**src/rtl/core/linear_interp_downsampler_defines.svh**
```systemverilog
// Assertion macros shared by the rate reducer RTL.
// Included by the controller and datapath modules; no other dependencies.
`ifndef LINEAR_INTERP_DOWNSAMPLER_DEFINES_SVH
`define LINEAR_INTERP_DOWNSAMPLER_DEFINES_SVH

// Same-cycle implication, held off while reset is asserted
`define LID_ASSERT_NOW(lbl, clk, rst_n, ante, cons, msg) \
	lbl: assert property (@(posedge clk) disable iff (!rst_n) (ante) |-> (cons)) \
		else $error(msg);

// Next-cycle implication, held off while reset is asserted
`define LID_ASSERT_NXT(lbl, clk, rst_n, ante, cons, msg) \
	lbl: assert property (@(posedge clk) disable iff (!rst_n) (ante) |=> (cons)) \
		else $error(msg);

`endif

```
**src/rtl/core/lid_pkg.sv**
```systemverilog
// Shared types and constants of the linear interpolation rate reducer.
// Used by lid_ctrl, lid_dp, linear_interp_downsampler and the testbench; depends on nothing.
package lid_pkg;

	localparam int CHANNELS_DEF    = 64;
	localparam int SAMPLE_BITS_DEF = 24;

	localparam int RATE_W  = 16;
	localparam int PHASE_W = 17;
	localparam int CHAN_W  = 6;

	localparam logic [RATE_W-1:0] ORIG_RATE_RST = 16'd512;
	localparam logic [RATE_W-1:0] NEW_RATE_RST  = 16'd128;

	// configuration register indexes
	localparam int CFG_IDX_W = 1;
	localparam logic [CFG_IDX_W-1:0] CFG_ORIG_RATE = 1'b0;
	localparam logic [CFG_IDX_W-1:0] CFG_NEW_RATE  = 1'b1;

	typedef enum logic [2:0] {
		ST_IDLE,
		ST_PREP,
		ST_MUL,
		ST_DIV,
		ST_FIN
	} lid_state_t;

	// controller to datapath
	typedef struct packed {
		logic take;
		logic prep;
		logic mul;
		logic div;
		logic finish;
	} lid_cmd_t;

	// datapath to controller
	typedef struct packed {
		logic interp;
		logic div_done;
		logic out_stall;
	} lid_sts_t;

endpackage

```
**src/rtl/core/lid_ctrl.sv**
```systemverilog
// Sequencing state machine of the rate reducer.
// Depends on lid_pkg and the assertion macros in linear_interp_downsampler_defines.svh.
`include "linear_interp_downsampler_defines.svh"

module lid_ctrl (
	input  logic              clk,
	input  logic              arst_n,
	input  logic              req_valid,
	output logic              req_ready,
	input  lid_pkg::lid_sts_t sts,
	output lid_pkg::lid_cmd_t cmd
);

	lid_pkg::lid_state_t state_q;
	lid_pkg::lid_state_t state_nxt;

	always_ff @(posedge clk or negedge arst_n) begin
		if (!arst_n) begin
			state_q <= lid_pkg::ST_IDLE;
		end else begin
			state_q <= state_nxt;
		end
	end

	always_comb begin
		state_nxt = state_q;
		unique case (state_q)
			lid_pkg::ST_IDLE: begin
				if (req_valid) begin
					state_nxt = lid_pkg::ST_PREP;
				end
			end
			lid_pkg::ST_PREP: begin
				state_nxt = sts.interp ? lid_pkg::ST_MUL : lid_pkg::ST_FIN;
			end
			lid_pkg::ST_MUL: begin
				state_nxt = lid_pkg::ST_DIV;
			end
			lid_pkg::ST_DIV: begin
				if (sts.div_done) begin
					state_nxt = lid_pkg::ST_FIN;
				end
			end
			lid_pkg::ST_FIN: begin
				// hold while the output register is still occupied
				if (!sts.out_stall) begin
					state_nxt = lid_pkg::ST_IDLE;
				end
			end
			default: begin
				state_nxt = lid_pkg::ST_IDLE;
			end
		endcase
	end

	always_comb begin
		req_ready  = (state_q == lid_pkg::ST_IDLE);
		cmd.take   = (state_q == lid_pkg::ST_IDLE) && req_valid;
		cmd.prep   = (state_q == lid_pkg::ST_PREP);
		cmd.mul    = (state_q == lid_pkg::ST_MUL);
		cmd.div    = (state_q == lid_pkg::ST_DIV);
		cmd.finish = (state_q == lid_pkg::ST_FIN) && !sts.out_stall;
	end

	`LID_ASSERT_NXT(a_take_prep, clk, arst_n, cmd.take, state_q == lid_pkg::ST_PREP, "request not followed by prep")
	`LID_ASSERT_NOW(a_no_drop, clk, arst_n, cmd.finish, !sts.out_stall, "result finished over a pending output")
	`LID_ASSERT_NXT(a_skip_div, clk, arst_n, cmd.prep && !sts.interp, state_q == lid_pkg::ST_FIN, "pass-through entered the divider")

endmodule

```
**src/rtl/core/lid_dp.sv**
```systemverilog
// Datapath of the rate reducer: rate registers, sample history memory, phase,
// multiplier, 2-bit-per-cycle restoring divider and output register.
// Depends on lid_pkg and the assertion macros in linear_interp_downsampler_defines.svh.
`include "linear_interp_downsampler_defines.svh"

module lid_dp #(
	parameter int CHANNELS    = lid_pkg::CHANNELS_DEF,
	parameter int SAMPLE_BITS = lid_pkg::SAMPLE_BITS_DEF
) (
	input  logic                                clk,
	input  logic                                arst_n,
	input  lid_pkg::lid_cmd_t                   cmd,
	output lid_pkg::lid_sts_t                   sts,
	input  logic                                cfg_we,
	input  logic [lid_pkg::CFG_IDX_W-1:0]       cfg_index,
	input  logic [lid_pkg::RATE_W-1:0]          cfg_data,
	input  logic signed [SAMPLE_BITS-1:0]       sample_in,
	input  logic [lid_pkg::CHAN_W-1:0]          chan_in,
	input  logic                                frame_end_in,
	input  logic                                restart,
	output logic signed [SAMPLE_BITS-1:0]       sample_out,
	output logic [lid_pkg::CHAN_W-1:0]          chan_out,
	output logic                                frame_end_out,
	output logic                                out_valid,
	input  logic                                out_ready
);

	localparam int AW        = (CHANNELS > 1) ? $clog2(CHANNELS) : 1;
	localparam int DIFF_W    = SAMPLE_BITS + 1;
	localparam int PROD_W    = DIFF_W + lid_pkg::RATE_W;
	localparam int DIV_STEPS = (PROD_W + 1) / 2;
	localparam int DQ_W      = 2 * DIV_STEPS;
	localparam int CNT_W     = (DIV_STEPS > 1) ? $clog2(DIV_STEPS) : 1;
	localparam logic [CNT_W-1:0] LAST_STEP = CNT_W'(DIV_STEPS - 1);
	localparam logic [8:0] CH_LIM = 9'(CHANNELS);

	localparam int RW = lid_pkg::RATE_W;
	localparam int PW = lid_pkg::PHASE_W;

	// rate registers
	logic [RW-1:0] orig_q, new_q;
	logic [RW-1:0] o_eff, n_raw, n_eff;

	always_ff @(posedge clk or negedge arst_n) begin
		if (!arst_n) begin
			orig_q <= lid_pkg::ORIG_RATE_RST;
			new_q  <= lid_pkg::NEW_RATE_RST;
		end else if (cfg_we) begin
			unique case (cfg_index)
				lid_pkg::CFG_ORIG_RATE: orig_q <= cfg_data;
				lid_pkg::CFG_NEW_RATE:  new_q  <= cfg_data;
				default: ;
			endcase
		end
	end

	always_comb begin
		o_eff = (orig_q == '0) ? RW'(1) : orig_q;
		n_raw = (new_q == '0) ? RW'(1) : new_q;
		n_eff = (n_raw > o_eff) ? o_eff : n_raw;
	end

	// timing state
	logic [PW-1:0] phase_q, phase_nxt;
	logic          first_q;
	logic          first_now, phase_le_n;

	assign first_now  = first_q | restart;
	assign phase_le_n = (phase_q <= {1'b0, n_eff});

	// request capture
	logic [8:0]                    chan_ext;
	logic [AW-1:0]                 addr_in, addr_q;
	logic                          chan_ok_in, chan_ok_q;
	logic signed [SAMPLE_BITS-1:0] cur_q;
	logic [lid_pkg::CHAN_W-1:0]    chan_q;
	logic                          fend_q;
	logic [RW-1:0]                 d_q;
	logic                          first_item_q, interp_q, emit_q;

	assign chan_ext   = {3'b000, chan_in};
	assign addr_in    = chan_ext[AW-1:0];
	assign chan_ok_in = (chan_ext < CH_LIM);

	always_ff @(posedge clk) begin
		if (cmd.take) begin
			cur_q     <= sample_in;
			chan_q    <= chan_in;
			addr_q    <= addr_in;
			chan_ok_q <= chan_ok_in;
			fend_q    <= frame_end_in;
			d_q       <= phase_q[RW-1:0];
		end
	end

	always_ff @(posedge clk or negedge arst_n) begin
		if (!arst_n) begin
			first_item_q <= 1'b0;
			interp_q     <= 1'b0;
			emit_q       <= 1'b0;
		end else if (cmd.take) begin
			first_item_q <= first_now;
			interp_q     <= !first_now && phase_le_n;
			emit_q       <= first_now || phase_le_n;
		end
	end

	// sample history: memory plus per-entry valid bits
	logic [SAMPLE_BITS-1:0] mem_q [CHANNELS];
	logic [SAMPLE_BITS-1:0] rd_q;
	logic [CHANNELS-1:0]    vld_q;
	logic                   vld_rd_q;

	always_ff @(posedge clk) begin
		if (cmd.take) begin
			rd_q <= mem_q[addr_in];
		end
		if (cmd.prep && chan_ok_q) begin
			mem_q[addr_q] <= cur_q;
		end
	end

	always_ff @(posedge clk or negedge arst_n) begin
		if (!arst_n) begin
			vld_q    <= '0;
			vld_rd_q <= 1'b0;
		end else begin
			if (cmd.take) begin
				vld_rd_q <= chan_ok_in && vld_q[addr_in];
			end
			if (cmd.prep && chan_ok_q) begin
				vld_q[addr_q] <= 1'b1;
			end
		end
	end

	// difference and its magnitude
	logic signed [SAMPLE_BITS-1:0] prev_val, prev_q;
	logic [DIFF_W-1:0]             diff, mag, mag_q;
	logic                          neg_q;

	always_comb begin
		prev_val = vld_rd_q ? $signed(rd_q) : '0;
		diff     = {cur_q[SAMPLE_BITS-1], cur_q} - {prev_val[SAMPLE_BITS-1], prev_val};
		mag      = diff[DIFF_W-1] ? (~diff + DIFF_W'(1)) : diff;
	end

	always_ff @(posedge clk) begin
		if (cmd.prep) begin
			prev_q <= prev_val;
			neg_q  <= diff[DIFF_W-1];
			mag_q  <= mag;
		end
	end

	// multiply then divide by n, two quotient bits per cycle
	logic [PROD_W-1:0] prod;
	logic [DQ_W-1:0]   dq_q;
	logic [RW-1:0]     rem_q, rem_a, rem_b;
	logic [RW:0]       r_a, r_b;
	logic              q_a, q_b;
	logic [CNT_W-1:0]  cnt_q;

	assign prod = PROD_W'(mag_q) * PROD_W'(d_q);

	always_comb begin
		r_a   = {rem_q, dq_q[DQ_W-1]};
		q_a   = (r_a >= {1'b0, n_eff});
		rem_a = q_a ? RW'(r_a - {1'b0, n_eff}) : r_a[RW-1:0];
		r_b   = {rem_a, dq_q[DQ_W-2]};
		q_b   = (r_b >= {1'b0, n_eff});
		rem_b = q_b ? RW'(r_b - {1'b0, n_eff}) : r_b[RW-1:0];
	end

	always_ff @(posedge clk) begin
		if (cmd.mul) begin
			dq_q  <= DQ_W'(prod);
			rem_q <= '0;
			cnt_q <= '0;
		end else if (cmd.div) begin
			dq_q  <= {dq_q[DQ_W-3:0], q_a, q_b};
			rem_q <= rem_b;
			cnt_q <= cnt_q + CNT_W'(1);
		end
	end

	// result: prev plus signed quotient, truncated toward zero
	logic [DIFF_W-1:0]             quo;
	logic [DIFF_W:0]               quo_ext, sq, interp_sum;
	logic signed [SAMPLE_BITS-1:0] res;

	always_comb begin
		quo        = dq_q[DIFF_W-1:0];
		quo_ext    = {1'b0, quo};
		sq         = neg_q ? (~quo_ext + (DIFF_W + 1)'(1)) : quo_ext;
		interp_sum = {{2{prev_q[SAMPLE_BITS-1]}}, prev_q} + sq;
		res        = first_item_q ? cur_q : $signed(interp_sum[SAMPLE_BITS-1:0]);
	end

	// phase advance at frame end
	always_comb begin
		priority if (first_item_q) begin
			phase_nxt = {1'b0, o_eff};
		end else if (interp_q) begin
			phase_nxt = PW'({1'b0, phase_q} + {2'b00, o_eff} - {2'b00, n_eff});
		end else begin
			phase_nxt = phase_q - {1'b0, n_eff};
		end
	end

	always_ff @(posedge clk or negedge arst_n) begin
		if (!arst_n) begin
			phase_q <= '0;
			first_q <= 1'b1;
		end else if (cmd.finish) begin
			first_q <= fend_q ? 1'b0 : first_item_q;
			if (fend_q) begin
				phase_q <= phase_nxt;
			end
		end
	end

	// output register
	logic                          out_valid_q;
	logic signed [SAMPLE_BITS-1:0] out_sample_q;
	logic [lid_pkg::CHAN_W-1:0]    out_chan_q;
	logic                          out_last_q;

	always_ff @(posedge clk or negedge arst_n) begin
		if (!arst_n) begin
			out_valid_q <= 1'b0;
		end else if (cmd.finish && emit_q) begin
			out_valid_q <= 1'b1;
		end else if (out_ready) begin
			out_valid_q <= 1'b0;
		end
	end

	always_ff @(posedge clk) begin
		if (cmd.finish && emit_q) begin
			out_sample_q <= res;
			out_chan_q   <= chan_q;
			out_last_q   <= fend_q;
		end
	end

	assign sample_out    = out_sample_q;
	assign chan_out      = out_chan_q;
	assign frame_end_out = out_last_q;
	assign out_valid     = out_valid_q;

	assign sts.interp    = interp_q;
	assign sts.div_done  = (cnt_q == LAST_STEP);
	assign sts.out_stall = emit_q && out_valid_q && !out_ready;

	`LID_ASSERT_NOW(a_quo_bound, clk, arst_n, cmd.finish && interp_q, quo <= mag_q, "quotient exceeds sample difference")
	`LID_ASSERT_NXT(a_phase_pos, clk, arst_n, cmd.finish && fend_q, phase_q != '0, "phase reached zero after a frame")

endmodule

```
**src/rtl/core/linear_interp_downsampler.sv**
```systemverilog
// Linear interpolation rate reducer for interleaved multichannel sample frames:
// a request whose frame is passed through or dropped runs through the states IDLE,
// PREP and FIN; an interpolated one runs through IDLE, PREP, MUL, DIV and FIN, with
// DIV_STEPS = ceil((SAMPLE_BITS + 17) / 2) steps of the restoring divider in DIV,
// which retires two quotient bits per cycle. One request is in work at a time; an
// output register lets the next request enter while a result waits on m_axis_tready.
// History starts at zero through per-channel valid bits, so no clearing pass follows
// reset. cfg_ready is always high; write rates only while no request is in flight.
// Depends on lid_pkg, lid_ctrl and lid_dp.
module linear_interp_downsampler #(
	parameter int CHANNELS    = lid_pkg::CHANNELS_DEF,
	parameter int SAMPLE_BITS = lid_pkg::SAMPLE_BITS_DEF
) (
	input  logic                                  clk,
	input  logic                                  arst_n,
	input  logic                                  cfg_valid,
	output logic                                  cfg_ready,
	input  logic [lid_pkg::CFG_IDX_W-1:0]         cfg_index,
	input  logic [lid_pkg::RATE_W-1:0]            cfg_data,
	input  logic                                  s_axis_tvalid,
	output logic                                  s_axis_tready,
	// sample_in, chan_in, zero fill
	input  logic [((SAMPLE_BITS+lid_pkg::CHAN_W+7)/8)*8-1:0] s_axis_tdata,
	input  logic                                  s_axis_tlast,  // frame_end_in
	input  logic                                  s_axis_tuser,  // restart
	output logic                                  m_axis_tvalid,
	input  logic                                  m_axis_tready,
	// sample_out, chan_out, zero fill
	output logic [((SAMPLE_BITS+lid_pkg::CHAN_W+7)/8)*8-1:0] m_axis_tdata,
	output logic                                  m_axis_tlast   // frame_end_out
);

	localparam int TDW = ((SAMPLE_BITS + lid_pkg::CHAN_W + 7) / 8) * 8;

	lid_pkg::lid_cmd_t cmd;
	lid_pkg::lid_sts_t sts;

	logic signed [SAMPLE_BITS-1:0] sample_in, sample_out;
	logic [lid_pkg::CHAN_W-1:0]    chan_in, chan_out;

	assign sample_in = $signed(s_axis_tdata[SAMPLE_BITS-1:0]);
	assign chan_in   = s_axis_tdata[SAMPLE_BITS+lid_pkg::CHAN_W-1:SAMPLE_BITS];
	assign m_axis_tdata = TDW'({chan_out, sample_out});
	assign cfg_ready = 1'b1;

	lid_ctrl u_ctrl (
		.clk       (clk),
		.arst_n    (arst_n),
		.req_valid (s_axis_tvalid),
		.req_ready (s_axis_tready),
		.sts       (sts),
		.cmd       (cmd)
	);

	lid_dp #(
		.CHANNELS    (CHANNELS),
		.SAMPLE_BITS (SAMPLE_BITS)
	) u_dp (
		.clk           (clk),
		.arst_n        (arst_n),
		.cmd           (cmd),
		.sts           (sts),
		.cfg_we        (cfg_valid & cfg_ready),
		.cfg_index     (cfg_index),
		.cfg_data      (cfg_data),
		.sample_in     (sample_in),
		.chan_in       (chan_in),
		.frame_end_in  (s_axis_tlast),
		.restart       (s_axis_tuser),
		.sample_out    (sample_out),
		.chan_out      (chan_out),
		.frame_end_out (m_axis_tlast),
		.out_valid     (m_axis_tvalid),
		.out_ready     (m_axis_tready)
	);

endmodule

```
**config.mk**
```make
export PLATFORM = sky130hd
export DESIGN_NAME = linear_interp_downsampler
export DESIGN_NICKNAME = d
export VERILOG_FILES = /design/src/rtl/core/lid_pkg.sv /design/src/rtl/core/lid_ctrl.sv /design/src/rtl/core/lid_dp.sv /design/src/rtl/core/linear_interp_downsampler.sv
export VERILOG_INCLUDE_DIRS = /design/src /design/src/rtl/core
export SDC_FILE = /design/constraint.sdc
export NUM_CORES = 2
export LEC_CHECK = 0
export BUFFER_PORTS_ARGS = -buffer_cell sky130_fd_sc_hd__buf_2
export CORE_ASPECT_RATIO = 0.6
export CORE_MARGIN = 2
export CORE_UTILIZATION = 40
export CTS_BUF_LIST = sky130_fd_sc_hd__clkbuf_4 sky130_fd_sc_hd__clkbuf_8
export DETAILED_ROUTE_END_ITERATION = 10
export GPL_TIMING_DRIVEN = 0
export PLACE_DENSITY_LB_ADDON = 0.25
export SETUP_SLACK_MARGIN = 0.05
export SYNTH_ARGS = -nofsm -noshare
export SYNTH_HDL_FRONTEND = slang
export SYNTH_SLANG_ARGS = --single-unit
```
**constraint.sdc**
```tcl
create_clock -name clk -period 7.77 [get_ports clk]
set_clock_uncertainty 0.2 [all_clocks]
set_input_delay 1.9425 -clock clk [delete_from_list [all_inputs] [get_ports clk]]
set_output_delay 1.9425 -clock clk [all_outputs]
set_load 0.05 [all_outputs]
```
[Word-level counts from Yosys, hierarchy flattened]
Memory sizes are Yosys's and may differ from the RTL's. A register that Yosys moved wholly into a read port is not among the register bits.
Cells that the tools add are included.
Storage, ports and cells
  RAM bits: 1536
  flip-flop bits (word level): 314
  bits of input ports: 56
  output and inout bits: 36
  memories: 1
  latch bits: 0
  bits in read-only memories: 0
Cells by class
  multiply operators: 1
  eq/ne operators: 8
  reduce and logical (&&, ||, !) cells: 22
  shift-type cells: 0
  divide/modulo/power cells: 0
  $lt $le $gt $ge: 8
  multiplexer cells: 27
  bitwise gates (word level): 5
  $add $sub $neg: 10
Memories
  u_dp.mem_q: words 64, width 24, rd ports 1, clocked after memory_dff 1, wr ports 1, RTL line lid_dp.sv:109  | logic [SAMPLE_BITS-1:0] mem_q [CHANNELS];
Operators by type and width (count)
  two-way mux 24 bit: 4
  two-way mux 41 bit: 2
  two-way mux 16 bit: 5
  OR 64 bit: 1
  multiplier 25 x 16 -> 41 bit: 1
  >= comparator 17 x 16 -> 1 bit: 2
  two-way mux 17 bit: 2
  subtractor 17 x 16 -> 17 bit: 2
  logical NOT 16 bit: 2
  subtractor 16 bit: 2
  adder 25 x 1 -> 25 bit (second input constant): 1
  NOT 25 bit: 1
  subtractor 24 x 24 -> 25 bit: 1
  adder 24 x 1 -> 24 bit (second input constant): 1
  adder 24 bit: 1
  NOT 24 bit: 1
  less-than comparator 6 x 7 -> 1 bit (second input constant): 3
  adder 17 x 16 -> 17 bit: 1
  less-or-equal comparator 17 x 16 -> 1 bit: 1
  greater-than comparator 16 bit: 1
  one-hot mux 3 bit (5 select lines): 1
  two-way mux 3 bit: 4
  logical AND 1 bit: 9
  two-way mux 1 bit: 7
  18 further kinds: 25

[Longest topological paths before layout]
  depth in word-level cells: 9
  mapped depth: 38
  depth with buffers taken out: 33

[Cells and area by module]
A second synthesis with hierarchy kept.
Second synthesis, totals
  cells, all modules: 5544
  area total of the unflattened synthesis: 90654.4 µm²
Modules (own cells, without submodules)
  lid_dp: cells an instance 5518, area an instance 90416.7 µm², instances 1
  lid_ctrl: cells an instance 21, area an instance 207.7 µm², instances 1
  linear_interp_downsampler: cells an instance 5, area an instance 30.0 µm², instances 1

[Worst setup path after synthesis]
Ideal clock, no wire load.
  kind: flip-flop to flip-flop
  start point: register u_dp.orig_q[9]
  end point: register u_dp.rem_q[5]
  setup slack: -0.227 ns
  stages on the path, launching flop included: 34
  path buffers: 5
  arrival: 7.683 ns
  required time: 7.456 ns
  path through: dfstp_2 > nor4_1 > a41oi_1 > inv_1 > ha_1 > nor2b_1 > o211ai_1 > a2111o_1 > and3b_1 > clkbuf_2 > nor2_1 > clkbuf_1 > mux2i_1 > ha_1 > a21o_1 > a21o_1 > a21o_1 > nand3_1 > nand2_1 > a211o_1 > a21oi_1 > clkbuf_1 > o21ai_0 > ha_1 > clkbuf_1 > nand2_1 > nor3_1 > nand4_1 > a2111o_1 > a211o_1 > and2_1 > buf_2 > a32o_1 > a21o_1
Between the ends
  cells in the longest elaborated chain, start to end: 8
  elaborated cells between the ends (all ways): 10
  those cells by class: add/sub (2); order compare (3); mux (4); reduce/logical (1)
RTL lines
  start: declaration: RTL line lid_dp.sv:41  | logic [RW-1:0] orig_q, new_q;
  start signal: assignment: RTL line lid_dp.sv:46  | orig_q <= lid_pkg::ORIG_RATE_RST;
  start signal: assignment: RTL line lid_dp.sv:50  | lid_pkg::CFG_ORIG_RATE: orig_q <= cfg_data;
  logical NOT 16 bit: RTL line lid_dp.sv:58  | o_eff = (orig_q == '0) ? RW'(1) : orig_q;
  two-way mux 16 bit (*): RTL line lid_dp.sv:58
  greater-than comparator 16 bit: RTL line lid_dp.sv:60  | n_eff = (n_raw > o_eff) ? o_eff : n_raw;
  two-way mux 16 bit (*): RTL line lid_dp.sv:60
  subtractor 16 bit or >= comparator 17 x 16 -> 1 bit (tied branches): RTL line lid_dp.sv:169, lid_dp.sv:168
  two-way mux 16 bit: RTL line lid_dp.sv:169  | rem_a = q_a ? RW'(r_a - {1'b0, n_eff}) : r_a[RW-1:0];
  subtractor 16 bit or >= comparator 17 x 16 -> 1 bit (tied branches): RTL line lid_dp.sv:172, lid_dp.sv:171
  two-way mux 16 bit (*): RTL line lid_dp.sv:172  | rem_b = q_b ? RW'(r_b - {1'b0, n_eff}) : r_b[RW-1:0];
  end signal: assignment: RTL line lid_dp.sv:182  | rem_q <= rem_b;
  end: declaration: RTL line lid_dp.sv:159  | logic [RW-1:0] rem_q, rem_a, rem_b;
Every way passes the cells marked *; elsewhere a longest branch is shown, timed or not.
A chain may end at the register's enable or synchronous reset.

[Worst setup path in the final report]
  start point: register u_dp.mag_q[5]
  end point: register u_dp.dq_q[39], data pin
Between the ends
  cells in the longest elaborated chain, start to end: 2
RTL lines
  start: declaration: RTL line lid_dp.sv:139  | logic [DIFF_W-1:0] diff, mag, mag_q;
  start signal: assignment: RTL line lid_dp.sv:152  | mag_q <= mag;
  multiplier 25 x 16 -> 41 bit: RTL line lid_dp.sv:164  | assign prod = PROD_W'(mag_q) * PROD_W'(d_q);
  two-way mux 41 bit: RTL line lid_dp.sv:176  | if (cmd.mul) begin
  end signal: assignment: RTL line lid_dp.sv:177  | dq_q <= DQ_W'(prod);
  end signal: assignment: RTL line lid_dp.sv:181  | dq_q <= {dq_q[DQ_W-3:0], q_a, q_b};
  end: declaration: RTL line lid_dp.sv:158  | logic [DQ_W-1:0] dq_q;
No other way between the ends.

==> run summary <==
Final setup violation count: 1. Sorting the synthesized cells by area gives the leading types as sky130_fd_sc_hd__edfxtp_1 57%, sky130_fd_sc_hd__mux4_2 13%, sky130_fd_sc_hd__fa_1 7.5%, sky130_fd_sc_hd__ha_1 3.4%, sky130_fd_sc_hd__dfrtp_1 3.3%. Data on the critical path arrives at its endpoint at 8.18 ns. The run finished, with violations left. For the worst-skew pair, the clock arrives at the later sink with an insertion delay of 0.94 ns.

Of the post-synthesis cell area, the dominant cell type holds 57.4%. The number of enable flip-flop cells after synthesis is 1729, and the overall global routing resource usage is 23.3%. For the pin with the worst max-slew slack, the measured transition is 1.46 ns.

The tools report the count of final max-slew check failures as 0. After filler insertion, the fill cell instance count of the layout stands at 19101. The data required time at the worst endpoint was 8.17 ns. The buffer levels on the longest clock path is 4.

The worst hold path cell count was 1. Dividing the synthesized area by the synthesized cell count gives 16.3 um^2. For the sequential area share after synthesis, the log shows 61.3%. The buffer type at the clock tree root was sky130_fd_sc_hd__clkbuf_8. The first TritonRoute pass finished after 6 iterations.

By instance count, the leading cell after synthesis is sky130_fd_sc_hd__edfxtp_1. For this run, the top clock speed supported by timing is 129 MHz. CTS saw 1873 sinks. In this run the worst path has a maximum fanout of 6. The logs give 7197 for the number of violations reported at the end of detailed-routing iteration 0 and 0 for the number of remaining DRC errors.

Worst min-delay path class: reg2reg. In this run the tightest slew margin relative to its limit is 2.78%. Setup repair after global routing could not meet its margin everywhere.

The layout-stage area growth over the synthesis result is 16.9%, and the final worst slack is -0.00434 ns. For this run, asynchronously set or reset flops after synthesis account for 6.51%. Final critical path time including I/O delays and setup: 7.77 ns. For the remaining antenna violation count after routing, the log shows 0. The checks that failed: negative setup slack. Hold repair after CTS inserted 0 buffers. The finished layout holds 9373 standard cells, fillers aside. At the end of routability-driven placement, the weighted congestion stood at 0.912. The detailed-route via count is 53281, and the number of nets in the finished design is 6789.

The estimated wirelength of the detail-placed design is 194000 um, and the detailed-route wire length per cell is 28.6 um. The cell area that synthesis handed to floorplanning was 90400 um^2. For the number of max-cap violations, the log shows 0. Initial core utilization: 40.1%. The setup path with the least slack is of type reg2reg.

In the final layout, the share of cells above drive strength 1 is 25.5%. The tools report the kind of launch point of the worst setup path as a flip-flop. The instance count after placement with tap cells included is 8785, and the post-detailed-routing wire length is 268000 um. The library cell with the largest summed area after synthesis is sky130_fd_sc_hd__edfxtp_1. The clock tree synthesis step divided the H-tree into 5 levels. The largest net degree at the start of global routing is 82. The depth of the worst register-to-register path was 26. The register clock-pin slew on the reported worst setup and hold paths came out at 0.06 ns. Pin placement for this block handled 92 I/O pins.

For the initial antenna violation count, the log shows 17. For this run, the number of Yosys warnings is 0. The number of endpoints with negative hold slack in the final report is 0, and the number of vias per cell is 5.68. The x dimension of the die is 618 um, and the finished layout cell area is 106000 um^2. TritonCTS built the clock tree. For the cell area after placement, the log shows 98300 um^2. After technology mapping, the gate count stands at 5551. The commonest cells after synthesis are 1729 x sky130_fd_sc_hd__edfxtp_1, 525 x sky130_fd_sc_hd__mux4_2, 512 x sky130_fd_sc_hd__nand2_1. The first-pass GRT wire length is 381000 um, and the die span in y is 372 um. After synthesis, the netlist uses 81 different library cells. Buffers placed on the I/O ports in this run total 86. The synthesized design contains 1873 register bits. Summed over all layers, the global routing overflow is 0. The area of the die is 230000 um^2, and the portion of the clock cycle consumed by the worst path in the final layout is 100%.

Via count of the first global-routing pass: 51564. Most common flop cell mapped by yosys: sky130_fd_sc_hd__edfxtp_1. STA classifies the critical path endpoint as a flip-flop. The core area was 225000 um^2. The number of buffers added by the clock tree synthesis step came out at 293. After floorplanning, the core was divided into 135 placement rows.
## final cells by class
cell class              count  area, um^2  share of cell area, %
well taps                3014        3770                   3.57
diodes                      6        15.0                 0.0142
plain buffers             253        1230                   1.16
inverters                 433        1630                   1.54
repair buffers            319        4570                   4.33
clock buffers             397        4860                   4.59
clock inverters           101         752                  0.711
flip-flops and latches   1873       55400                   52.4
multi-input cells        2977       33500                   31.7
## worst paths after layout
path                                 from              to  slack, ns
max                         u_dp.mag_q[5]   u_dp.dq_q[39]     -0.004
min reg2reg                u_dp.vld_q[34]  u_dp.vld_q[34]       0.26
min in group asynchronous          arst_n   u_dp.new_q[6]       0.76
max reg2reg                 u_dp.mag_q[5]   u_dp.dq_q[39]     -0.004
min                        u_dp.vld_q[34]  u_dp.vld_q[34]       0.26
max in group asynchronous          arst_n  u_dp.vld_q[21]       5.74
## logic make-up after synthesis
group | after synthesis | synth area share, %
AO/OA/AOI/OAI | 544 | 3.80
XOR/XNOR | 169 | 1.64
adder cells (fa/ha/maj) | 586 | 10.9
buffers and inverters | 702 | 2.94
flip-flops | 1873 | 61.3
multiplexers | 583 | 13.8
other | 2 | 0.00831
AND/OR/NAND/NOR | 1092 | 5.62
## timing repair
| action | CTS | global route |
|---|---|---|
| pin swaps | 10 | 34 |
| endpoints found under the setup margin | 40 | 26 |
| setup buffers | 58 | 40 |
| cloned | 1 | 1 |
| resized for setup | 112 | 187 |
## placed cells by master (no fill, tap or decap), types with 77 or more instances in the layout
cell / synthesis / layout
sky130_fd_sc_hd__a21oi_1: 136 / 130
sky130_fd_sc_hd__and2_1: 130 / 128
sky130_fd_sc_hd__buf_16: 0 / 77
sky130_fd_sc_hd__buf_2: 2 / 91
sky130_fd_sc_hd__buf_4: 3 / 89
sky130_fd_sc_hd__clkbuf_1: 217 / 149
sky130_fd_sc_hd__clkbuf_4: 0 / 104
sky130_fd_sc_hd__clkbuf_8: 0 / 300
sky130_fd_sc_hd__dfrtp_1: 119 / 107
sky130_fd_sc_hd__edfxtp_1: 1729 / 1729
sky130_fd_sc_hd__fa_1: 340 / 336
sky130_fd_sc_hd__ha_1: 243 / 231
sky130_fd_sc_hd__inv_1: 433 / 425
sky130_fd_sc_hd__mux4_2: 525 / 525
sky130_fd_sc_hd__nand2_1: 512 / 507
sky130_fd_sc_hd__nor2_1: 167 / 100
sky130_fd_sc_hd__o21ai_0: 150 / 145
sky130_fd_sc_hd__xnor2_1: 109 / 108
## metal layers
layer | global-route usage (%) | part of all wire [%] | up-vias
met5 | 0 | 0.060 | -
met4 | 4.71 | 2.0 | 4
met2 | 30.2 | 39 | 2915
met1 | 38.1 | 46 | 27933
met3 | 6.47 | 12 | 324
li1 | - | - | 22105
## worst max-delay path, cell delays in order (launching register included)
cell,delay (ns)
sky130_fd_sc_hd__edfxtp_1,0.59
sky130_fd_sc_hd__buf_6,0.20
sky130_fd_sc_hd__nand2_2,0.06
sky130_fd_sc_hd__fa_1,0.48
sky130_fd_sc_hd__inv_1,0.05
sky130_fd_sc_hd__fa_1,0.50
sky130_fd_sc_hd__inv_1,0.06
sky130_fd_sc_hd__fa_1,0.52
sky130_fd_sc_hd__inv_1,0.05
sky130_fd_sc_hd__fa_1,0.57
sky130_fd_sc_hd__inv_2,0.05
sky130_fd_sc_hd__fa_1,0.49
sky130_fd_sc_hd__inv_2,0.04
sky130_fd_sc_hd__fa_2,0.64
sky130_fd_sc_hd__ha_4,0.25
sky130_fd_sc_hd__a21o_1,0.17
sky130_fd_sc_hd__a21oi_2,0.13
sky130_fd_sc_hd__nor2b_2,0.06
sky130_fd_sc_hd__or3_1,0.30
sky130_fd_sc_hd__a221o_2,0.45
sky130_fd_sc_hd__a2111oi_4,0.36
sky130_fd_sc_hd__o211ai_1,0.27
sky130_fd_sc_hd__nand3_1,0.19
sky130_fd_sc_hd__nand4_1,0.16
sky130_fd_sc_hd__a31oi_1,0.25
sky130_fd_sc_hd__xor2_1,0.21
sky130_fd_sc_hd__o21ai_2,0.12
## through the flow
step	TNS (ns)	worst slack, ns	util [%]	hold WS (ns)
finish	-0.00434	-0.00434	46.9	0.265
global route	-0.173	-0.0959	46.9	0.278
CTS	0	0.0541	46.6	0.265
detailed placement	-60.26	-2.91	43.7	0.249
global placement	-4210.16	-2.97	42.0	0.244
floorplan	0	0.0743	-	0.223
## state kept, by name (all words and copies together), names as in the netlist, 16 cells and up
name and cells:
u_dp.vld_q 64, u_dp.orig_q 16, u_dp.mag_q 25, u_dp.phase_q 17, u_dp.mem_q 1536, u_dp.rd_q 24
u_dp.rem_q 16, u_dp.cur_q 24, u_dp.prev_q 24, u_dp.d_q 16, u_dp.new_q 16, u_dp.sample_out 24
u_dp.dq_q 42
Power is not shown: default switching activity piles up to over one toggle a cycle in this logic, so the estimate is an artifact.
